$ cat src/hw/rtl/dbq_pkg.sv
// Package for the decimal32 BID quantize unit.
// Holds the sequencer state type and the fixed widths and constants; no dependencies.
`default_nettype none

package dbq_pkg;

	// Field widths of a decimal32 BID word
	localparam int unsigned WORD_W = 32;
	localparam int unsigned EXP_W  = 8;
	localparam int unsigned COEF_W = 24;
	localparam int unsigned QUOT_W = 21;
	localparam int unsigned RECIP_W = 32;
	localparam int unsigned PROD_W = COEF_W + RECIP_W;
	localparam int unsigned RECIP_SHIFT = 35;

	// Reciprocal of ten: floor(x * RECIP_10 / 2^35) == x / 10 for any 32-bit x
	localparam logic [RECIP_W-1:0] RECIP_10 = 32'hCCCC_CCCD;

	// Scaling up stops once the coefficient reaches this value
	localparam logic [COEF_W-1:0] EXPAND_LIMIT = 24'd1000000;

	// Rounding threshold on the dropped digit
	localparam logic [3:0] ROUND_HALF = 4'd5;

	// Sequencer states, one-hot
	typedef enum logic [2:0] {
		S_IDLE  = 3'b001,
		S_SCALE = 3'b010,
		S_DIV   = 3'b100
	} state_t;

endpackage

`default_nettype wire

$ cat src/hw/rtl/dbq_in_if.sv
// Request channel of the decimal32 BID quantize unit: value and reference words.
// Uses dbq_pkg for the word width.
`default_nettype none

interface dbq_in_if;
	logic                        valid;
	logic                        ready;
	logic [dbq_pkg::WORD_W-1:0]  value_bits;
	logic [dbq_pkg::WORD_W-1:0]  reference_bits;

	modport source (output valid, output value_bits, output reference_bits, input ready);
	modport sink   (input valid, input value_bits, input reference_bits, output ready);
endinterface

`default_nettype wire

$ cat src/hw/rtl/dbq_out_if.sv
// Result channel of the decimal32 BID quantize unit: the requantized word.
// Uses dbq_pkg for the word width.
`default_nettype none

interface dbq_out_if;
	logic                        valid;
	logic                        ready;
	logic [dbq_pkg::WORD_W-1:0]  result_bits;

	modport source (output valid, output result_bits, input ready);
	modport sink   (input valid, input result_bits, output ready);
endinterface

`default_nettype wire

$ cat src/hw/rtl/decimal32_bid_quantize_unit.sv
// Top level of the decimal32 BID quantize unit: decode, iterative rescale, repack.
// Depends on dbq_pkg, dbq_in_if and dbq_out_if.
//
// Re-expresses a decimal32 BID value at the exponent of a reference word. One request
// is worked on at a time and operand.ready is high only while the sequencer is idle.
// A request is taken in and decoded into registers. Each divide-by-ten step issues a
// reciprocal multiply in the scaling state, then does the remainder correction and
// half-up rounding of the dropped digit in the divide state; each multiply-by-ten
// step is done in the scaling state alone, and a final pass through that state packs
// the result into the output register. A coefficient of zero jumps straight to the
// target exponent. The reciprocal multiplier sets the pace: even the largest decoded
// coefficient reaches zero after eight divide steps and scaling up needs at most six
// steps. Packing also waits for the output register to empty. The output register
// lets the next request be taken while a result still waits on result.ready.
`default_nettype none

module decimal32_bid_quantize_unit (
	input  wire       clk,
	input  wire       arst_n,
	dbq_in_if.sink    operand,
	dbq_out_if.source result
);

	localparam int unsigned EW = dbq_pkg::EXP_W;
	localparam int unsigned CW = dbq_pkg::COEF_W;
	localparam int unsigned QW = dbq_pkg::QUOT_W;
	localparam int unsigned PW = dbq_pkg::PROD_W;

	dbq_pkg::state_t           state_q;
	logic                      out_valid_q;
	logic [dbq_pkg::WORD_W-1:0] out_bits_q;

	logic          sign_q;
	logic [EW-1:0] ex_q;
	logic [EW-1:0] er_q;
	logic [CW-1:0] m_q;
	logic [PW-1:0] prod_q;

	logic          take;
	logic          out_free;
	logic          scale_done;
	logic [EW-1:0] dec_ex;
	logic [CW-1:0] dec_m;
	logic [EW-1:0] dec_er;
	logic [QW-1:0] quot;
	logic [CW-1:0] quot_x10;
	logic [3:0]    rem;
	logic [CW-1:0] m_div;
	logic [CW-1:0] m_x10;
	logic [dbq_pkg::WORD_W-1:0] packed_bits;

	assign operand.ready = (state_q == dbq_pkg::S_IDLE);
	assign take          = operand.valid && operand.ready;
	assign out_free      = !out_valid_q || result.ready;
	assign result.valid       = out_valid_q;
	assign result.result_bits = out_bits_q;

	// Scaling is over once the exponent matches or the coefficient is large enough
	assign scale_done = !(ex_q < er_q) && !(ex_q > er_q && m_q < dbq_pkg::EXPAND_LIMIT);

	// Decode both operands: long form when bits 30..29 are both set
	always_comb begin
		if (operand.value_bits[30:29] == 2'b11) begin
			dec_ex = operand.value_bits[28:21];
			dec_m  = {3'b100, operand.value_bits[20:0]};
		end else begin
			dec_ex = operand.value_bits[30:23];
			dec_m  = {1'b0, operand.value_bits[22:0]};
		end
		if (operand.reference_bits[30:29] == 2'b11) begin
			dec_er = operand.reference_bits[28:21];
		end else begin
			dec_er = operand.reference_bits[30:23];
		end
	end

	// Finish a divide step: quotient from the product, remainder, round half up
	always_comb begin
		quot     = prod_q[dbq_pkg::RECIP_SHIFT +: QW];
		quot_x10 = {{(CW-QW){1'b0}}, quot} * CW'(10);
		rem      = 4'(m_q - quot_x10);
		m_div    = {{(CW-QW){1'b0}}, quot} + CW'(rem >= dbq_pkg::ROUND_HALF);
	end

	// Multiply step by shift and add
	assign m_x10 = {m_q[CW-4:0], 3'b000} + {m_q[CW-2:0], 1'b0};

	// Repack sign, exponent and coefficient
	always_comb begin
		if (m_q[23]) begin
			packed_bits = {sign_q, 2'b11, ex_q, m_q[20:0]};
		end else begin
			packed_bits = {sign_q, ex_q, m_q[22:0]};
		end
	end

	// Sequencer
	always_ff @(posedge clk or negedge arst_n) begin
		if (!arst_n) begin
			state_q <= dbq_pkg::S_IDLE;
		end else begin
			case (state_q)
				dbq_pkg::S_IDLE: begin
					if (take) begin
						state_q <= dbq_pkg::S_SCALE;
					end
				end
				dbq_pkg::S_SCALE: begin
					if (ex_q < er_q && m_q != '0) begin
						state_q <= dbq_pkg::S_DIV;
					end else if (!scale_done) begin
						state_q <= dbq_pkg::S_SCALE;
					end else if (out_free) begin
						state_q <= dbq_pkg::S_IDLE;
					end
				end
				dbq_pkg::S_DIV: begin
					state_q <= dbq_pkg::S_SCALE;
				end
				default: begin
					state_q <= dbq_pkg::S_IDLE;
				end
			endcase
		end
	end

	// Output valid: raise on pack, drop once the result is taken
	always_ff @(posedge clk or negedge arst_n) begin
		if (!arst_n) begin
			out_valid_q <= 1'b0;
		end else if (state_q == dbq_pkg::S_SCALE && scale_done && out_free) begin
			out_valid_q <= 1'b1;
		end else if (result.ready) begin
			out_valid_q <= 1'b0;
		end
	end

	// Datapath: load, divide, multiply and pack
	always_ff @(posedge clk) begin
		case (state_q)
			dbq_pkg::S_IDLE: begin
				if (take) begin
					sign_q <= operand.value_bits[31];
					ex_q   <= dec_ex;
					er_q   <= dec_er;
					m_q    <= dec_m;
				end
			end
			dbq_pkg::S_SCALE: begin
				if (ex_q < er_q) begin
					if (m_q == '0) begin
						ex_q <= er_q;
					end else begin
						prod_q <= PW'(m_q) * PW'(dbq_pkg::RECIP_10);
					end
				end else if (ex_q > er_q && m_q < dbq_pkg::EXPAND_LIMIT) begin
					if (m_q == '0) begin
						ex_q <= er_q;
					end else begin
						m_q  <= m_x10;
						ex_q <= ex_q - EW'(1);
					end
				end else if (out_free) begin
					out_bits_q <= packed_bits;
				end
			end
			dbq_pkg::S_DIV: begin
				m_q  <= m_div;
				ex_q <= ex_q + EW'(1);
			end
			default: begin
			end
		endcase
	end

	// A result appears only when the sequencer leaves the scaling state
	a_result_from_scale: assert property (@(posedge clk) disable iff (!arst_n)
		$rose(out_valid_q) |-> $past(state_q == dbq_pkg::S_SCALE))
		else $error("result raised outside the scaling state");

	// The divide correction always follows a multiply issued from the scaling state
	a_div_after_scale: assert property (@(posedge clk) disable iff (!arst_n)
		(state_q == dbq_pkg::S_DIV) |-> $past(state_q == dbq_pkg::S_SCALE))
		else $error("divide step entered without a multiply");

	// Stepping up the exponent never overshoots the reference
	a_no_overshoot: assert property (@(posedge clk) disable iff (!arst_n)
		(state_q == dbq_pkg::S_SCALE && $past(state_q == dbq_pkg::S_DIV)) |-> (ex_q <= er_q))
		else $error("exponent passed the reference exponent");

	// An accepted request moves the sequencer into the scaling state
	a_one_at_a_time: assert property (@(posedge clk) disable iff (!arst_n)
		take |=> (state_q == dbq_pkg::S_SCALE))
		else $error("accepted request did not start scaling");

endmodule

`default_nettype wire
$ cat src/flat_wrapper.sv
// flat-port wrapper written by rule: the top's interface ports become plain ports
module decimal32_bid_quantize_unit_flat 
  (clk, arst_n, operand_valid, operand_value_bits, operand_reference_bits, operand_ready, result_valid, result_result_bits, result_ready);
  dbq_in_if operand_i ();
  dbq_out_if result_i ();
  input  wire clk;
  input  wire arst_n;
  input wire logic [$bits(operand_i.valid)-1:0] operand_valid;
  input wire logic [$bits(operand_i.value_bits)-1:0] operand_value_bits;
  input wire logic [$bits(operand_i.reference_bits)-1:0] operand_reference_bits;
  output wire logic [$bits(operand_i.ready)-1:0] operand_ready;
  output wire logic [$bits(result_i.valid)-1:0] result_valid;
  output wire logic [$bits(result_i.result_bits)-1:0] result_result_bits;
  input wire logic [$bits(result_i.ready)-1:0] result_ready;
  assign operand_i.valid = operand_valid;
  assign operand_i.value_bits = operand_value_bits;
  assign operand_i.reference_bits = operand_reference_bits;
  assign operand_ready = operand_i.ready;
  assign result_valid = result_i.valid;
  assign result_result_bits = result_i.result_bits;
  assign result_i.ready = result_ready;
  decimal32_bid_quantize_unit u_core (.clk(clk), .arst_n(arst_n), .operand(operand_i), .result(result_i));
endmodule
$ cat config.mk
export PLATFORM = sky130hd
export DESIGN_NAME = decimal32_bid_quantize_unit_flat
export DESIGN_NICKNAME = d
export VERILOG_FILES = /design/src/hw/rtl/dbq_pkg.sv /design/src/hw/rtl/dbq_in_if.sv /design/src/hw/rtl/dbq_out_if.sv /design/src/hw/rtl/decimal32_bid_quantize_unit.sv /design/src/flat_wrapper.sv
export SDC_FILE = /design/constraint.sdc
export NUM_CORES = 1
export LEC_CHECK = 0
export ABC_AREA = 1
export BUFFER_PORTS_ARGS = -buffer_cell sky130_fd_sc_hd__buf_2
export CAP_MARGIN = 20
export CORE_MARGIN = 5
export CORE_UTILIZATION = 67
export CTS_CLUSTER_DIAMETER = 30
export DETAILED_ROUTE_END_ITERATION = 8
export PLACE_DENSITY = 0.88
export SLEW_MARGIN = 15
export SYNTH_ARGS = -nofsm -noshare
export SYNTH_HDL_FRONTEND = slang
export SYNTH_SLANG_ARGS = --single-unit
export TNS_END_PERCENT = 10
$ cat constraint.sdc
create_clock -name clk -period 9.81 [get_ports clk]
set_clock_uncertainty 0.05 [all_clocks]
set_input_delay 0.4905 -clock clk [delete_from_list [all_inputs] [get_ports clk]]
set_output_delay 0.4905 -clock clk [all_outputs]
set_load 0.005 [all_outputs]
==> results.md <==
- Setup TNS: 0 ns
- Area Growth Syn to Fin: 6.49%
- Most frequent cell after synthesis: inv_1
- Clk root buf: clkbuf_16
- Die X: 168 um
- Crit path time final: 6.97 ns
- Commonest cells in the netlist: 502 x inv_1, 449 x nand2_1, 253 x ha_1, 174 x fa_1, 147 x nor2_1
- Synth Area per Inst: 7.82 um2
- Share of cells above drive strength 1: 7.03%
- Initial Util: 68.2%
- Initial antenna violation count: 2
- Crit-path max FO: 20
- Setup violations, final: 0
- Height of the die: 168 um
- Post-Syn Nets: 2,623
- CTS buffer count: 9
- Max clock buf depth: 2
- Synth top area share: 20.9%
- Post-CTS sizing: 0
- Final Hold Vio Count: 0
- Routability-driven placement congestion ratio: 1.02
- Syn Inst Count: 2,128
- Slew margin rel.: 47.1%
- Pre-antenna DRT Iters: 7
- Initial DRC Count: 1,622
- Clk sinks: 98
- Max Clk Rate: 143 MHz
- Warnings, synthesis: 0
- Min Hold Slack: 0.262 ns
- Max Slew Vio Count: 0
- Final period util: 71.1%
- Top cells by area, synth: fa_1 21%, ha_1 19%, edfxtp_1 17%
- Ys async rst share: 4.08%
- CP required: 9.85 ns
- Largest net degree at the start of global routing: 33
- NumNets Final: 2,708
- Netlist cell types: 49
- Via count: 14,800
- Avg Vias per Cell: 5.83
- Synth Cell Area: 16,600 um2
- Pre-CTS setup slack: 2.91 ns
- Gr usage total: 36.2%
- I/O Pins: 102
- DRC violations left: 0
- # rows: 57
- Post-synthesis sequential area ratio: 17.6%
- Grt total ovfl: 0
- Util after Layout: 72.6%
- CP arrival: 7.01 ns
- Number of port buffers: 79
- Worst Tran Pin Value: 0.792 ns
- Seq cells post-synth: 98
- CP endpoint kind: flip-flop
- DP HPWL: 44.4 mm
- Worst setup margin: 2.84 ns
- Vias in the first global route: 15,000
- Status: finished, final reports clean
- TritonCTS clock tree: done
- Core area: 24,400 um2
- Setup CP Type: flip-flop to flip-flop
- Area of the die: 28,100 um2
- First-pass GRT wire length: 79.0 mm
- Clock Latency Late Sink: 0.35 ns
- RSZ-0062 raised after global routing: false
- Max Cap Viol: 0
- Clock slew at reported path FFs: 0.07 ns
- Setup crit start kind: flip-flop
- Main synth FF type: edfxtp_1
- H-tree levels: 3
- DRT Wirelength: 50.4 mm
- Post-synth EDFFs: 94
- Routed len/inst: 19.8 um
- Hold crit path type: input port to flip-flop
- DRT antenna net count: 0
- Yosys top cell by area: fa_1
## cell families (layout without fill, tap and decap cells)
logic type / after synthesis / after routing / share of synthesized area, %
buffers and inverters: 520 / 610 / 11.7
and+or+nand+nor: 828 / 828 / 21.7
adders and majority gates: 427 / 427 / 40.0
AOI/OAI and AO/OA: 232 / 232 / 7.70
xor gates and xnor gates: 18 / 18 / 0.948
DFF: 98 / 98 / 17.6
muxes: 5 / 5 / 0.338
other: 0 / 1 / 0
## layout make-up
class                           count  area [um2]
Multi-Input combinational cell   1510       11800
Antenna cell                        1        2.50
Clock buffer                       11         233
Timing Repair Buffer               82         420
Fill cell                        1963        6680
Clock inverter                      5        45.0
Inverter                          512        1920
Sequential cell                    98        2920
Tap cell                          324         405
## per-stage QoR
step | cells | cell area (um2)
floorplan | 2128 | 16600
global placement | 2525 | 17400
detailed placement | 2525 | 17400
CTS | 2542 | 17700
global route | 2542 | 17700
finish | 2543 | 17700
## worst paths after layout
path / cells past startpoint / end / start / slack, ns
hold / removal: 1 / u_core.sign_q / operand_value_bits[31] / 0.26
max in group asynchronous: 2 / u_core.state_q[0] / arst_n / 9.08
setup reg to reg: 23 / u_core.prod_q[41] / u_core.m_q[23] / 2.84
min in group asynchronous: 2 / u_core.result.valid / arst_n / 0.42
hold reg to reg: 0 / u_core.result.result_bits[31] / u_core.sign_q / 0.39
setup / recovery: 23 / u_core.prod_q[41] / u_core.m_q[23] / 2.84
## flip-flops by register name, summed over array words and instances, names as in the netlist
name                       flops
u_core.state_q                 3
u_core.sign_q                  1
u_core.prod_q                 21
u_core.result.valid            1
u_core.m_q                    24
u_core.ex_q                    8
u_core.result.result_bits     32
u_core.er_q                    8
## per-layer routing
metal | share of wire, % | track usage [%] | routed length, um | vias up
met4 | 4.9 | 13.9 | 2490 | 2
li1 | - | - | - | 6919
met3 | 11 | 10.1 | 5750 | 159
met2 | 44 | 56.6 | 22100 | 818
met1 | 40 | 48.3 | 20100 | 6925
met5 | 0.030 | 0 | 15 | -
## worst max-delay path, cell delays in order (launching register included)
cell and delay [ns]:
edfxtp_1 0.76, inv_1 0.20, ha_1 0.38, inv_1 0.07, fa_1 0.55, xnor2_1 0.31
ha_1 0.21, nor2_1 0.08, fa_1 0.64, inv_1 0.14, fa_1 0.52, fa_1 0.55
inv_1 0.05, fa_1 0.56, inv_1 0.05, ha_1 0.38, a21oi_1 0.27, o21ai_0 0.17
a21oi_1 0.27, o21ai_0 0.15, nor2_1 0.14, nand2_1 0.06, nand2_1 0.05, nand2_1 0.09
## cell usage in the layout, fill, tap and decap left out, types with 7 or more instances in the layout
| master | Yosys | final |
|---|---|---|
| nor3_1 | 18 | 18 |
| nand2_2 | 11 | 11 |
| nor3_2 | 7 | 7 |
| clkbuf_16 | 0 | 9 |
| nand4_1 | 37 | 37 |
| nor2_1 | 147 | 146 |
| a21oi_1 | 106 | 105 |
| edfxtp_1 | 94 | 94 |
| o21bai_1 | 13 | 13 |
| nand3b_1 | 10 | 10 |
| inv_2 | 7 | 7 |
| inv_1 | 502 | 502 |
| nand2_1 | 449 | 449 |
| o211ai_1 | 7 | 7 |
| xnor2_1 | 10 | 10 |
| o21ai_0 | 72 | 72 |
| fa_1 | 174 | 174 |
| xor2_1 | 8 | 8 |
| buf_2 | 2 | 79 |
| nor2_2 | 13 | 14 |
| ha_1 | 253 | 253 |
| nand3_1 | 108 | 108 |
## repair_timing
action,CTS,global route
hold endpoints to repair,3,0
setup buffers,0,0
hold buffers,1,0
Power is not shown: default switching activity piles up to over one toggle a cycle in this logic, so the estimate is an artifact.
